===== config.mk =====
export PLATFORM = sky130hd
export DESIGN_NAME = battery_level_median_slew_filter
export DESIGN_NICKNAME = d
export VERILOG_FILES = /design/src/rtl/blmsf_pkg.sv /design/src/rtl/battery_level_median_slew_filter.sv /design/src/rtl/blmsf_ring.sv /design/src/rtl/blmsf_rank.sv
export SDC_FILE = /design/constraint.sdc
export NUM_CORES = 1
export LEC_CHECK = 0
export BUFFER_PORTS_ARGS = -buffer_cell sky130_fd_sc_hd__buf_2
export CAP_MARGIN = 15
export CORE_AREA = 2 2 124 126
export DETAILED_ROUTE_END_ITERATION = 7
export DIE_AREA = 0 0 126 128
export GPL_TIMING_DRIVEN = 1
export PLACE_DENSITY = 0.65
export SETUP_SLACK_MARGIN = 0.2
export SYNTH_ARGS = -nofsm -noshare
export SYNTH_HDL_FRONTEND = slang
export SYNTH_HIERARCHICAL = 1
export SYNTH_SLANG_ARGS = --single-unit

===== constraint.sdc =====
create_clock -name clk -period 6.3 [get_ports clk]
set_clock_uncertainty 0.15 [all_clocks]
set_input_delay 1.26 -clock clk [delete_from_list [all_inputs] [get_ports clk]]
set_output_delay 1.26 -clock clk [all_outputs]
set_load 0.01 [all_outputs]

===== src/rtl/blmsf_pkg.sv =====
// Shared types and constants of the battery level median and slew filter.
package blmsf_pkg;

  localparam int unsigned RAW_W   = 9;
  localparam int unsigned LEVEL_W = 7;

  localparam logic [LEVEL_W-1:0] LEVEL_MAX = 7'd100;
  localparam logic [LEVEL_W-1:0] LEVEL_MIN = 7'd0;

  typedef logic [LEVEL_W-1:0] level_t;

  typedef enum logic [1:0] {
    S_IDLE,
    S_SCAN,
    S_EMIT
  } seq_state_t;

endpackage


===== src/rtl/battery_level_median_slew_filter.sv =====
// Sequence: a word is taken, then one held sample per cycle is ranked until the median is found,
// then the result is loaded into the output register once that is free, raising out_tvalid.
// Flow: one word at a time; no new word is taken while a scan runs or a result waits to be loaded.
// A finished result waits in S_EMIT until the output register is free; the next word is taken once it is loaded.
// Reset (rst_n low, synchronous) empties the ring, clears the level, drops out_tvalid and in_tready.
module battery_level_median_slew_filter import blmsf_pkg::*; #(
  parameter int unsigned WINDOW = 5
) (
  input  logic        clk,
  input  logic        rst_n,
  input  logic        in_tvalid,
  output logic        in_tready,
  input  logic [15:0] in_tdata,   // [8:0] raw_percent (signed), [15:9] zero
  output logic        out_tvalid,
  input  logic        out_tready,
  output logic [15:0] out_tdata,  // [6:0] shown_percent, [13:7] median_percent, [15:14] zero
  output logic        out_tuser   // [0] shown_valid
);

  localparam int unsigned IW = (WINDOW > 1) ? $clog2(WINDOW) : 1;
  localparam int unsigned CW = $clog2(WINDOW + 1);

  seq_state_t      state_r, state_nxt;
  logic [IW-1:0]   cand_r, cand_nxt;
  level_t          median_r, median_nxt;
  level_t          shown_r, shown_nxt;
  logic            valid_r, valid_nxt;
  logic            out_valid_r, out_valid_nxt;
  level_t          out_shown_r, out_shown_nxt;
  level_t          out_median_r, out_median_nxt;

  logic            in_accept;
  logic [RAW_W-1:0] raw;
  level_t          sample;
  level_t          cand_val;
  level_t          entries [WINDOW];
  logic [CW-1:0]   held_count;
  logic [CW-1:0]   lt_count, eq_count;
  logic [CW-1:0]   rank_k;
  logic [CW:0]     upper;
  logic            hit;
  logic            out_free;

  // hold off input while in reset and while a word is being worked on
  assign in_tready = rst_n && (state_r == S_IDLE);
  assign in_accept = in_tvalid && in_tready;

  // saturate the signed reading to 0..100
  assign raw = in_tdata[RAW_W-1:0];
  always_comb begin
    if (raw[RAW_W-1]) begin
      sample = LEVEL_MIN;
    end else if (raw[RAW_W-2:0] > {1'b0, LEVEL_MAX}) begin
      sample = LEVEL_MAX;
    end else begin
      sample = raw[LEVEL_W-1:0];
    end
  end

  blmsf_ring #(.WINDOW(WINDOW)) u_ring (
    .clk        (clk),
    .rst_n      (rst_n),
    .wr_en      (in_accept),
    .wr_data    (sample),
    .rd_idx     (cand_r),
    .rd_data    (cand_val),
    .entries    (entries),
    .held_count (held_count)
  );

  blmsf_rank #(.WINDOW(WINDOW)) u_rank (
    .entries    (entries),
    .held_count (held_count),
    .cand       (cand_val),
    .lt_count   (lt_count),
    .eq_count   (eq_count)
  );

  // the median sits at sorted index count/2; a candidate covers ranks lt..lt+eq-1
  assign rank_k   = held_count >> 1;
  assign upper    = {1'b0, lt_count} + {1'b0, eq_count};
  assign hit      = (lt_count <= rank_k) && ({1'b0, rank_k} < upper);
  assign out_free = !out_valid_r || out_tready;

  always_comb begin
    state_nxt      = state_r;
    cand_nxt       = cand_r;
    median_nxt     = median_r;
    shown_nxt      = shown_r;
    valid_nxt      = valid_r;
    out_valid_nxt  = out_valid_r;
    out_shown_nxt  = out_shown_r;
    out_median_nxt = out_median_r;
    if (out_valid_r && out_tready) begin
      out_valid_nxt = 1'b0;
    end
    case (state_r)
      S_IDLE: begin
        if (in_accept) begin
          cand_nxt  = '0;
          state_nxt = S_SCAN;
        end
      end
      S_SCAN: begin
        // rank one held sample per cycle; advance until the median is hit
        if (hit) begin
          median_nxt = cand_val;
          state_nxt  = S_EMIT;
        end else begin
          cand_nxt = cand_r + 1'b1;
        end
      end
      S_EMIT: begin
        if (out_free) begin
          // jump on the first sample, then step by one toward the median
          if (!valid_r) begin
            shown_nxt = median_r;
          end else if (median_r > shown_r) begin
            shown_nxt = shown_r + 1'b1;
          end else if (median_r < shown_r) begin
            shown_nxt = shown_r - 1'b1;
          end
          valid_nxt      = 1'b1;
          out_valid_nxt  = 1'b1;
          out_shown_nxt  = shown_nxt;
          out_median_nxt = median_r;
          state_nxt      = S_IDLE;
        end
      end
      default: begin
        state_nxt = S_IDLE;
      end
    endcase
  end

  always_ff @(posedge clk) begin
    if (!rst_n) begin
      state_r     <= S_IDLE;
      shown_r     <= '0;
      valid_r     <= 1'b0;
      out_valid_r <= 1'b0;
    end else begin
      state_r     <= state_nxt;
      shown_r     <= shown_nxt;
      valid_r     <= valid_nxt;
      out_valid_r <= out_valid_nxt;
    end
  end

  always_ff @(posedge clk) begin
    cand_r       <= cand_nxt;
    median_r     <= median_nxt;
    out_shown_r  <= out_shown_nxt;
    out_median_r <= out_median_nxt;
  end

  assign out_tvalid = out_valid_r;
  assign out_tdata  = {2'b00, out_median_r, out_shown_r};
  assign out_tuser  = 1'b1;

  // the scan never ranks an entry beyond the held samples
  a_scan_in_range: assert property (@(posedge clk) disable iff (!rst_n)
    (state_r == S_SCAN) |-> ({1'b0, cand_r} < (IW + 1)'(held_count)))
    else $error("candidate index beyond held samples");

  // a taken word starts a scan with a non-empty ring
  a_accept_scans: assert property (@(posedge clk) disable iff (!rst_n)
    in_accept |=> (state_r == S_SCAN) && (held_count != '0))
    else $error("accepted word did not start a scan");

  // the displayed level stays within range once valid
  a_level_range: assert property (@(posedge clk) disable iff (!rst_n)
    valid_r |-> (shown_r <= LEVEL_MAX))
    else $error("displayed level out of range");

  // a loaded result always reports a valid level
  a_result_valid: assert property (@(posedge clk) disable iff (!rst_n)
    $rose(out_valid_r) |-> valid_r && (out_shown_r == shown_r))
    else $error("result loaded without a valid level");

endmodule


===== src/rtl/blmsf_ring.sv =====
// Sample ring: write pointer, fill count and one candidate read port.
module blmsf_ring import blmsf_pkg::*; #(
  parameter int unsigned WINDOW = 5,
  localparam int unsigned IW = (WINDOW > 1) ? $clog2(WINDOW) : 1,
  localparam int unsigned CW = $clog2(WINDOW + 1)
) (
  input  logic           clk,
  input  logic           rst_n,
  input  logic           wr_en,
  input  level_t         wr_data,
  input  logic [IW-1:0]  rd_idx,
  output level_t         rd_data,
  output level_t         entries [WINDOW],
  output logic [CW-1:0]  held_count
);

  level_t          ring_r [WINDOW];
  logic [IW-1:0]   slot_r, slot_nxt;
  logic [CW-1:0]   count_r, count_nxt;

  always_comb begin
    slot_nxt  = slot_r;
    count_nxt = count_r;
    if (wr_en) begin
      if (slot_r == IW'(WINDOW - 1)) begin
        slot_nxt = '0;
      end else begin
        slot_nxt = slot_r + 1'b1;
      end
      if (count_r != CW'(WINDOW)) begin
        count_nxt = count_r + 1'b1;
      end
    end
  end

  always_ff @(posedge clk) begin
    if (!rst_n) begin
      slot_r  <= '0;
      count_r <= '0;
    end else begin
      slot_r  <= slot_nxt;
      count_r <= count_nxt;
    end
  end

  // storage holds no reset; only entries below the fill count are ever used
  always_ff @(posedge clk) begin
    if (wr_en) begin
      ring_r[slot_r] <= wr_data;
    end
  end

  assign rd_data    = ring_r[rd_idx];
  assign entries    = ring_r;
  assign held_count = count_r;

endmodule


===== src/rtl/blmsf_rank.sv =====
// Shared rank unit: counts held samples below and equal to one candidate.
module blmsf_rank import blmsf_pkg::*; #(
  parameter int unsigned WINDOW = 5,
  localparam int unsigned CW = $clog2(WINDOW + 1)
) (
  input  level_t         entries [WINDOW],
  input  logic [CW-1:0]  held_count,
  input  level_t         cand,
  output logic [CW-1:0]  lt_count,
  output logic [CW-1:0]  eq_count
);

  always_comb begin
    lt_count = '0;
    eq_count = '0;
    for (int j = 0; j < WINDOW; j++) begin
      if (CW'(j) < held_count) begin
        if (entries[j] < cand) begin
          lt_count = lt_count + 1'b1;
        end
        if (entries[j] == cand) begin
          eq_count = eq_count + 1'b1;
        end
      end
    end
  end

endmodule


## After elaboration in Yosys (flattened, before gate mapping)

Cells that the tools add are included.

- Bits in registers: 76
- Input bits: 20
- Word-level logic and storage cells: 118

- Add/subtract/negate cells: 14
- Magnitude comparators: 18
- Equality and inequality tests: 13
- Multiplexer cells: 42
- Bitwise operators: 2
- Reductions and logical operators: 14

Operator list:

| kind | number |
|---|---|
| 2-to-1 mux 3 bit | 21 |
| 2-to-1 mux 7 bit | 8 |
| < comparator 7 bit | 6 |
| bitwise mux 35 bit | 1 |
| == test 7 bit | 5 |
| adder 3 x 1 -> 3 bit (second input constant) | 11 |
| binary-select mux 7 bit (select 3 bit) | 1 |
| demux 7 bit (select 3 bit) | 1 |
| >= comparator 4 bit (second input constant) | 2 |
| > comparator 8 x 7 -> 1 bit (second input constant) | 1 |
| inequality test 2 bit (second input constant) | 4 |
| inverter 3 -> 4 bit | 2 |
| adder 7 x 1 -> 7 bit (second input constant) | 1 |
| > comparator 7 bit | 1 |
| subtractor 7 x 1 -> 7 bit (second input constant) | 1 |
| < comparator 1 x 3 -> 1 bit (first input constant) | 2 |
| < comparator 2 x 3 -> 1 bit (first input constant) | 2 |
| 2-to-1 mux 2 bit | 3 |
| case mux 2 bit (3 select lines) | 1 |
| case mux 3 bit (2 select lines) | 1 |
| AND reduction 2 bit | 3 |
| AND reduction 3 bit | 2 |
| logical AND 1 bit | 5 |
| 2-to-1 mux 1 bit | 5 |
| 13 further kinds | 13 |

## Logic depth before layout (Yosys ltp)

Gate-level depths: netlist of the first run.

- Depth in word-level cells: 24
- Gate-level depth with buffers: 28

## Modules after synthesis

Netlist of the first run, hierarchy kept.

Modules (own cells, without submodules):

| module | times used | cells an instance | area an instance (sq um) | sequential area each (sq um) |
|---|---|---|---|---|
| battery_level_median_slew_filter | 1 | 218 | 2,155.8 | 940.9 |
| blmsf_ring | 1 | 108 | 1,717.9 | 1,171.1 |
| blmsf_rank | 1 | 149 | 1,246.2 | 0.0 |

## Least setup slack after synthesis of the first run

OpenSTA, ideal clock, no wires.

- Kind: reg-to-reg
- Start: reg cand_r[2]
- End: reg cand_r[0], enable pin
- Data arrival time: 5,674 ps
- Setup slack: 132 ps
- Cell stages (with the launch flop): 27
- Buffers on the path: 1
- Clock period less this slack: 6,168 ps
- Cells stage by stage: edfxtp_1 > buf_6 > mux2_4 > a221o_1 > inv_1 > ha_1 > a21oi_2 > o21ai_1 > and2_4 > nor4_1 > ha_1 > nand2_1 > o31ai_4 > ha_1 > nand2_1 > o21bai_1 > ha_1 > o32a_1 > ha_1 > mux2_2 > inv_1 > fa_1 > ha_1 > a21oi_1 > o311ai_1 > nor2_1 > nor3_1

- Word-level cells in the longest chain between the ends: 24
- Elaborated cells between the ends (all ways): 48
- Those cells by class: add/sub (9); order compare (7); eq/ne (6); mux (23); bitwise (1); reduce/logical (2)

RTL lines:

| what | line | source |
|---|---|---|
| from (decl) | battery_level_median_slew_filter.sv:24 | `logic [IW-1:0] cand_r, cand_nxt;` |
| from (signal assigned) | battery_level_median_slew_filter.sv:151 | `cand_r <= cand_nxt;` |
| inverter 3 -> 4 bit (implied by the code) * | blmsf_ring.sv:53 | `assign rd_data = ring_r[rd_idx];` |
| binary-select mux 7 bit (select 3 bit) * | blmsf_ring.sv:53 |  |
| 2-to-1 mux 7 bit (implied by the code) * (2 in series) | blmsf_ring.sv:53 |  |
| net cand_val[2] | battery_level_median_slew_filter.sv:35 | `level_t cand_val;` |
| < comparator 7 bit | blmsf_rank.sv:18 | `if (entries[j] < cand) begin` |
| 2-to-1 mux 1 bit | blmsf_rank.sv:18 |  |
| 2-to-1 mux 3 bit | blmsf_rank.sv:17 | `if (CW'(j) < held_count) begin` |
| adder 3 x 1 -> 3 bit | blmsf_rank.sv:19 | `lt_count = lt_count + 1'b1;` |
| [... 9 more ...] | n/a |  |
| 2-to-1 mux 3 bit | blmsf_rank.sv:18 |  |
| 2-to-1 mux 3 bit * | blmsf_rank.sv:17 |  |
| net lt_count[1] | battery_level_median_slew_filter.sv:38 | `logic [CW-1:0] lt_count, eq_count;` |
| adder 3 x 3 -> 4 bit | battery_level_median_slew_filter.sv:81 | `assign upper = {1'b0, lt_count} + {1'b0, eq_count};` |
| < comparator 2 x 4 -> 1 bit | battery_level_median_slew_filter.sv:82 | `assign hit = (lt_count <= rank_k) && ({1'b0, rank_k} < upper);` |
| logical AND 1 bit * | battery_level_median_slew_filter.sv:82 |  |
| inequality test 2 bit (no source line) * | n/a |  |
| AND reduction 3 bit (no source line) * | n/a |  |

Mark *: on every way through the listed nets, which the timed path passes. The rest lies on a longest branch. The select of a mux whose other input is x is not followed.
A chain may end at the register's enable or synchronous reset.

## Worst setup path in the final report of the first run

- Start: reg cand_r[2]
- End: reg median_r[2], enable pin

- Word-level cells in the longest chain between the ends: 23
- Elaborated cells between the ends (all ways): 47
- Those cells by class: add/sub (9); order compare (7); eq/ne (5); mux (23); bitwise (1); reduce/logical (2)

RTL lines:

| what | line | source |
|---|---|---|
| inverter 3 -> 4 bit (implied by the code) * | blmsf_ring.sv:53 |  |
| binary-select mux 7 bit (select 3 bit) * | blmsf_ring.sv:53 |  |
| 2-to-1 mux 7 bit (implied by the code) * (2 in series) | blmsf_ring.sv:53 |  |
| net cand_val[4] | battery_level_median_slew_filter.sv:35 |  |
| == test 7 bit | blmsf_rank.sv:21 | `if (entries[j] == cand) begin` |
| 2-to-1 mux 1 bit | blmsf_rank.sv:21 |  |
| 2-to-1 mux 3 bit | blmsf_rank.sv:17 |  |
| adder 3 x 1 -> 3 bit | blmsf_rank.sv:22 | `eq_count = eq_count + 1'b1;` |
| [... 8 more ...] | n/a |  |
| adder 3 x 1 -> 3 bit | blmsf_rank.sv:22 |  |
| 2-to-1 mux 3 bit | blmsf_rank.sv:21 |  |
| 2-to-1 mux 3 bit * | blmsf_rank.sv:17 |  |
| net eq_count[1] | battery_level_median_slew_filter.sv:38 |  |
| adder 3 x 3 -> 4 bit * | battery_level_median_slew_filter.sv:81 |  |
| < comparator 2 x 4 -> 1 bit * | battery_level_median_slew_filter.sv:82 |  |
| logical AND 1 bit * | battery_level_median_slew_filter.sv:82 |  |
| AND reduction 2 bit (no source line) * | n/a |  |
| to (signal assigned) | battery_level_median_slew_filter.sv:152 | `median_r <= median_nxt;` |
| to (decl) | battery_level_median_slew_filter.sv:25 | `level_t median_r, median_nxt;` |

Marked as above.

==> results of run 1 <==
[registers in the layout, indices dropped and copies added, names as in the netlist]
signal and cells:
u_ring/slot_r 3, u_ring/held_count 3, state_r 2, shown_r 7
u_ring/entries 35, out_median_r 7, cand_r 3, out_tvalid 1
median_r 7, out_shown_r 7, valid_r 1
[kinds of logic (layout without fill, tap and decap cells)]
group,Yosys count,count (layout),synth area share (%)
other,2,3,0.147
AND/OR/NAND/NOR,150,150,16.0
multiplexers,23,23,5.13
XOR/XNOR,13,13,2.64
AO/OA/AOI/OAI,99,99,14.8
flip-flops,76,76,41.3
adder cells (fa/ha/maj),65,65,16.0
buffers and inverters,47,162,4.01
[cell usage in the layout (no fill, tap or decap), types with 12 or more instances in the layout]
| master | netlist | final |
|---|---|---|
| sky130_fd_sc_hd__buf_4 | 3 | 57 |
| sky130_fd_sc_hd__edfxtp_1 | 59 | 59 |
| sky130_fd_sc_hd__nor2_1 | 41 | 38 |
| sky130_fd_sc_hd__nand3_1 | 13 | 13 |
| sky130_fd_sc_hd__ha_1 | 64 | 56 |
| sky130_fd_sc_hd__dfxtp_1 | 17 | 17 |
| sky130_fd_sc_hd__o21ai_0 | 15 | 12 |
| sky130_fd_sc_hd__nand2_1 | 24 | 22 |
| sky130_fd_sc_hd__buf_2 | 2 | 29 |
| sky130_fd_sc_hd__buf_6 | 2 | 20 |
| sky130_fd_sc_hd__mux2i_1 | 12 | 12 |
| sky130_fd_sc_hd__a21oi_1 | 16 | 13 |
| sky130_fd_sc_hd__inv_1 | 35 | 28 |
[worst paths after layout]
check	slack [ns]	depth (start not counted)	endpoint
min reg2reg	0.36	0	out_median_r[6]
min	0.36	0	out_median_r[6]
max	-0.06	23	median_r[2]
max reg2reg	-0.06	23	median_r[2]
[repair_timing]
item,4_1_cts,5_1_grt
setup endpoints to repair,12,13
resized for setup,26,40
gates cloned,1,0
pin swaps,23,20
hold buffers,0,0
buffers inserted,46,8
[synthesized netlist by cell type, types with 4 or more instances]
| cell type | n |
|---|---|
| sky130_fd_sc_hd__mux2_4 | 5 |
| sky130_fd_sc_hd__nand3_1 | 13 |
| sky130_fd_sc_hd__a21oi_1 | 16 |
| sky130_fd_sc_hd__and2_1 | 6 |
| sky130_fd_sc_hd__and3_1 | 7 |
| sky130_fd_sc_hd__nor2_1 | 41 |
| sky130_fd_sc_hd__o211ai_1 | 7 |
| sky130_fd_sc_hd__o21ai_1 | 5 |
| sky130_fd_sc_hd__nand4_1 | 6 |
| sky130_fd_sc_hd__nand2b_1 | 5 |
| sky130_fd_sc_hd__mux2i_1 | 12 |
| sky130_fd_sc_hd__xnor2_1 | 8 |
| sky130_fd_sc_hd__nand2_1 | 24 |
| sky130_fd_sc_hd__a21oi_2 | 4 |
| sky130_fd_sc_hd__dfxtp_1 | 17 |
| sky130_fd_sc_hd__a21o_1 | 5 |
| sky130_fd_sc_hd__nor2b_1 | 10 |
| sky130_fd_sc_hd__ha_1 | 64 |
| sky130_fd_sc_hd__inv_1 | 35 |
| sky130_fd_sc_hd__a211oi_1 | 5 |
| sky130_fd_sc_hd__o21ai_0 | 15 |
| sky130_fd_sc_hd__or4_1 | 4 |
| sky130_fd_sc_hd__mux2_2 | 6 |
| sky130_fd_sc_hd__a221o_1 | 5 |
| sky130_fd_sc_hd__edfxtp_1 | 59 |
| sky130_fd_sc_hd__nor3_1 | 9 |
[power breakdown]
group	total (W)	switching, W	leakage, nW	internal, W
sequential	0.000580	0.0000197	0.681	0.000560
combinational	0.000593	0.000280	1.91	0.000313
clock	0.000540	0.000195	0.155	0.000345
total	0.00171	0.000494	2.75	0.00122
[area by class of cell]
type,instances,area (µm²)
Sequential cell,76,2110
Multi-Input combinational cell,353,3040
Tap cell,188,235
Inverter,37,139
Clock inverter,7,91.3
Clock buffer,9,225
Fill cell,1358,8160
Timing Repair Buffer,109,866
[through the flow]
step                      std cells  setup WS, ns  util, %  instance area, µm²
after detailed placement        707        -0.220     38.0                5650
after global routing            779        -0.275     45.1                6710
after global placement          707       -0.0553     38.0                5650
after floorplan                 476         0.222        -                5130
final                           779       -0.0571     45.1                6710
after CTS                       770         0.182     43.4                6450
[layer usage]
layer	routed length, µm	vias up	global-route usage (%)
li1	-	2001	-
met1	5470	2029	17.7
met2	6860	153	28.5
met3	616	56	3.92
met4	714	0	8.14
met5	0	-	0
==> impl_metrics.py, run 1 <==
metrics = {
    "timing": {
        "setup_violations": 7,
        "worst_slew_pin_slew_ns": 0.677,
        "fmaxAchievable_mhz": 157,
        "finalMaxSlewViolations": 0,
        "min_period_ns": 6.36,
        "grt_setup_unrepaired": "true",
        "min_period_over_period_pct": 101,
        "finalHoldViolations": 0,
        "sum_of_negative_setup_slack_ns": -0.393,
        "timing.max_slew.rel_slack_pct": 54.6,
        "whs_ns": 0.360,
        "post-route-worst-setup-slack_ns": -0.0571,
    },
    "setup_path": {
        "critical_path.top_delay_family": "adder cells",
        "start_kind": "flop",
        "path_class": "flop to flop",
        "worst_path_max_delay_cell": "sky130_fd_sc_hd__edfxtp_1",
        "critical_path_required_ns": 6.17,
        "crit_top_cell": "sky130_fd_sc_hd__ha_1",
        "arrival_ns": 6.23,
        "timing.critical_path.to_type": "flop",
        "worst_setup_path_startpoint": "cand_r[2]",
        "worst-path-max-fanout": 8,
        "crit_path_max_incr_delay_ns": 0.45,
        "critical_path.cell_chain": "buf_12 -> mux2_4 -> a221o_1 -> inv_2 -> ha_4 -> and4_1 -> nand4_1 -> nor2_1 -> ha_1 -> o2bb2ai_2 -> ha_1 -> mux2_2 -> ha_1 -> mux2_2 -> ha_1 -> mux2_2 -> inv_1 -> fa_1 -> ha_1 -> a21oi_2 -> o311ai_4 -> buf_4 -> nor2_4",
        "critical_path.reg2reg.startpoint": "cand_r[2]",
        "path_buf_inv": 4,
    },
    "floorplanning": {
        "die_h_um": 128,
        "io_pins": 39,
        "starting_utilization_of_the_core_area_pct": 34.4,
        "fp.coreArea_um2": 14900,
        "placementRows": 45,
        "floorplan.die_area_um2": 16100,
        "die_x_um": 126,
    },
    "synthesis": {
        "ys_warn_count": 6,
        "yosys_register_bits": 76,
        "synth.distinct_cells": 81,
        "synth.yosys.seq_area_share_pct": 41.3,
        "syn_area_per_cell_um2": 10.8,
        "synth-async-reset-ratio_pct": 0,
        "synth-edff-count": 59,
        "netlist.top_cell.by_area": "sky130_fd_sc_hd__edfxtp_1",
        "synth_area_um2": 5120,
        "synth_top_area_share_pct": 34.6,
        "post_synth_inst_count": 475,
        "yosys-top-cells-area": "sky130_fd_sc_hd__edfxtp_1, sky130_fd_sc_hd__ha_1, sky130_fd_sc_hd__dfxtp_1",
        "synth_top_flop_cell": "sky130_fd_sc_hd__edfxtp_1",
    },
    "global_route": {
        "grt_antenna_before_repair": 0,
        "wire_length_of_the_first_global_routing_pass_um": 20500,
        "grt_pass1_vias": 4310,
        "grt_usage_pct": 16.0,
        "grt_start_max_net_pins": 23,
        "gr-total-overflow": 0,
    },
    "cts": {
        "clk_pin_slew_ns": 0.06,
        "clock_insertion_delay_worst_skew_ns": 0.34,
        "cts.sink_count": 76,
        "number_of_buffers_inserted_during_clock_tree_synthesis": 9,
        "clockBufferDepth": 2,
        "cts_root_buffer": "sky130_fd_sc_hd__clkbuf_16",
        "cts_htree_levels": 3,
        "clock_tree_from_tritoncts": "built",
    },
    "power_and_ir_drop": {
        "totalPowerFinal_w": 0.00171,
        "leakagePower_nw": 2.75,
        "power.density_cell_area_nw_per_um2": 255,
        "ir_worst_vdd_mv": 0.231,
    },
    "run_status": {
        "violations_in_the_final_reports": "negative setup slack",
        "status": "finished, violations left",
    },
    "detailed_routing": {
        "wl_per_cell_um": 17.5,
        "drc": 0,
        "num_vias": 4239,
        "route.final.wire_length_um": 13700,
        "detail_route.vias_per_cell": 5.44,
        "drt_pre_antenna_iters": 4,
        "initialDrtViolationCount": 284,
        "antenna_violating_nets_post_route": 0,
    },
    "cells_and_area": {
        "final_nets": 671,
        "layout-drive-gt1-share_pct": 33.2,
        "antenna_cells": 0,
        "area_delta_synth_final_pct": 31.0,
    },
    "min_path": {
        "hold_path.startpoint": "median_r[6]",
        "min_path_type": "flop to flop",
    },
    "placed_design": {
        "post-dp-hpwl_um": 8940,
        "gp_congestion": 0.892,
        "buffer_ports.inserted": 28,
    },
    "job": {
        "maxCapViolations": 0,
    },
}
No activity file was read; power rests on OpenSTA's default activity.
==> run 2, diff against run 1 <==
--- a/config.mk
+++ b/config.mk
@@ -12,7 +12,7 @@
 export DIE_AREA = 0 0 126 128
 export GPL_TIMING_DRIVEN = 1
 export PLACE_DENSITY = 0.65
-export SETUP_SLACK_MARGIN = 0.2
+export SETUP_SLACK_MARGIN = 0.4
 export SYNTH_ARGS = -nofsm -noshare
 export SYNTH_HDL_FRONTEND = slang
 export SYNTH_HIERARCHICAL = 1
==> impl_metrics.py, run 2 (same netlist as run 1, synthesis figures left out) <==
metrics = {
    "floorplanning": {
        "die_x_um": 126,
        "fp.coreArea_um2": 14900,
        "floorplan.die_area_um2": 16100,
        "io_pins": 39,
        "placementRows": 45,
        "starting_utilization_of_the_core_area_pct": 34.4,
        "die_h_um": 128,
    },
    "setup_path": {
        "worst-r2r-setup-slack_ns": 0.07,
        "rr_worst_depth": 25,
        "critical_path.top_delay_family": "adder cells",
        "critical_path_required_ns": 6.21,
        "path_class": "flop to flop",
        "path_buf_inv": 5,
        "start_kind": "flop",
        "crit_path_max_incr_delay_ns": 0.42,
        "worst-path-max-fanout": 11,
        "arrival_ns": 6.14,
        "timing.critical_path.to_type": "flop",
        "crit_top_cell": "sky130_fd_sc_hd__ha_1",
        "regToRegEndpoint": "cand_r[2]",
        "critical_path.reg2reg.startpoint": "cand_r[2]",
        "worst_path_max_delay_cell": "sky130_fd_sc_hd__edfxtp_1",
    },
    "power_and_ir_drop": {
        "comb_power_share_pct": 27.2,
        "switching_power_w": 0.000430,
        "power.share.sequential_pct": 38.7,
        "ir_worst_vdd_mv": 0.139,
        "netSwitchingFraction_pct": 28.8,
        "internal_power_w": 0.00106,
        "power_frac_clock_pct": 34.2,
        "power.density_cell_area_nw_per_um2": 241,
        "leakagePower_nw": 2.49,
        "totalPowerFinal_w": 0.00149,
    },
    "cts": {
        "clock_tree_from_tritoncts": "built",
        "clockBufferDepth": 2,
        "cts_root_buffer": "sky130_fd_sc_hd__clkbuf_16",
        "cts_htree_levels": 3,
        "cts.sink_count": 76,
        "clk_pin_slew_ns": 0.06,
        "cts_hold_buf": 0,
        "number_of_buffers_inserted_during_clock_tree_synthesis": 9,
        "clock_insertion_delay_worst_skew_ns": 0.34,
    },
    "timing": {
        "min_period_ns": 6.23,
        "grt_setup_unrepaired": "true",
        "finalMaxSlewViolations": 0,
        "min_period_over_period_pct": 98.9,
        "finalHoldViolations": 0,
        "sum_of_negative_setup_slack_ns": 0,
        "whs_ns": 0.350,
        "worst_slew_pin_slew_ns": 1.04,
        "timing.max_slew.rel_slack_pct": 29.9,
        "fmaxAchievable_mhz": 161,
        "setup_violations": 0,
    },
    "min_path": {
        "holdPathEnd": "out_median_r[0]",
        "hold_path_cells": 0,
        "min_path_type": "flop to flop",
        "hold_path.startpoint": "median_r[0]",
    },
    "placed_design": {
        "placed_area_um2": 5760,
        "buffer_ports.inserted": 28,
        "post-dp-hpwl_um": 9180,
        "gp_congestion": 0.921,
    },
    "global_route": {
        "gr-total-overflow": 0,
        "grt_usage_pct": 14.9,
        "grt_start_max_net_pins": 22,
        "grt_pass1_vias": 3982,
        "wire_length_of_the_first_global_routing_pass_um": 19000,
        "grt_antenna_before_repair": 0,
    },
    "run_status": {
        "status": "finished, final reports clean",
    },
    "detailed_routing": {
        "detail_route.vias_per_cell": 5.23,
        "wl_per_cell_um": 15.6,
        "route.final.wire_length_um": 11600,
        "drt_pre_antenna_iters": 4,
        "initialDrtViolationCount": 202,
        "num_vias": 3872,
        "drc": 0,
        "antenna_violating_nets_post_route": 0,
    },
    "cells_and_area": {
        "layout.cells.most_common": "sky130_fd_sc_hd__ha_1",
        "fillCellCount": 1436,
        "antenna_cells": 0,
        "layout-drive-gt1-share_pct": 26.4,
        "largest_register_ff_count": 35,
        "finish.instance_area_um2": 6180,
        "postLayoutCoreUtil_pct": 41.6,
        "layout_common_cells": "sky130_fd_sc_hd__ha_1, sky130_fd_sc_hd__edfxtp_1, sky130_fd_sc_hd__nor2_1, sky130_fd_sc_hd__buf_4, sky130_fd_sc_hd__inv_1",
        "final_nets": 632,
        "area_delta_synth_final_pct": 20.7,
    },
    "job": {
        "maxCapViolations": 0,
    },
}
run 2: power groups by stage:
stage	logic [W]	registers [W]	clock network (W)
6_report	0.000406	0.000577	0.000510
5_1_grt	0.000451	0.000579	0.000546
4_1_cts	0.000387	0.000577	0.000518
3_5_place_dp	0.000373	0.000588	0
3_3_place_gp	0.000358	0.000587	0
2_1_floorplan	0.000238	0.000582	0
run 2: repair_timing:
item / in CTS / in global routing
gates resized for setup: 6 / 17
hold endpoints to repair: 0 / 0
buffers inserted: 5 / 2
endpoints found under the setup margin: 12 / 12
pin swaps: 7 / 6
run 2: how the worst max path moves through the flow:
| stage | startpoint | endpoint | cells after the start |
|---|---|---|---|
| 2_1_floorplan | cand_r[2] | cand_r[0] | 25 |
| 3_3_place_gp | cand_r[2] | cand_r[0] | 26 |
| 3_5_place_dp | cand_r[2] | cand_r[0] | 26 |
| 4_1_cts | cand_r[2] | cand_r[1] | 26 |
| 5_1_grt | cand_r[2] | cand_r[2] | 28 |
| 6_report | cand_r[2] | cand_r[2] | 25 |
run 2: cell type report:
| cell class | instances | area, µm² | share of cell area (%) |
|---|---|---|---|
| flip-flops and latches | 76 | 2110 | 34.2 |
| repair buffers | 70 | 492 | 7.95 |
| inverters | 37 | 139 | 2.25 |
| clock buffers | 9 | 225 | 3.64 |
| clock inverters | 7 | 67.6 | 1.09 |
| well taps | 188 | 235 | 3.80 |
| multi-input cells | 353 | 2910 | 47.1 |
run 2: metrics by stage:
| stage | std cells | setup slack [ns] |
|---|---|---|
| floorplan | 476 | 0.400 |
| global placement | 717 | 0.130 |
| detailed placement | 717 | 0.0323 |
| CTS | 738 | 0.0728 |
| global route | 740 | -0.140 |
| finish | 740 | 0.0707 |
run 2: layer usage:
metal,share of wire [%],wire length [µm],vias to the layer above,GRT usage (%)
met5,0,0,-,0
met4,3.0,344,0,6.92
met3,4.2,489,30,3.34
met2,50,5830,92,26.3
met1,42,4910,1831,17.2
li1,-,-,1919,-
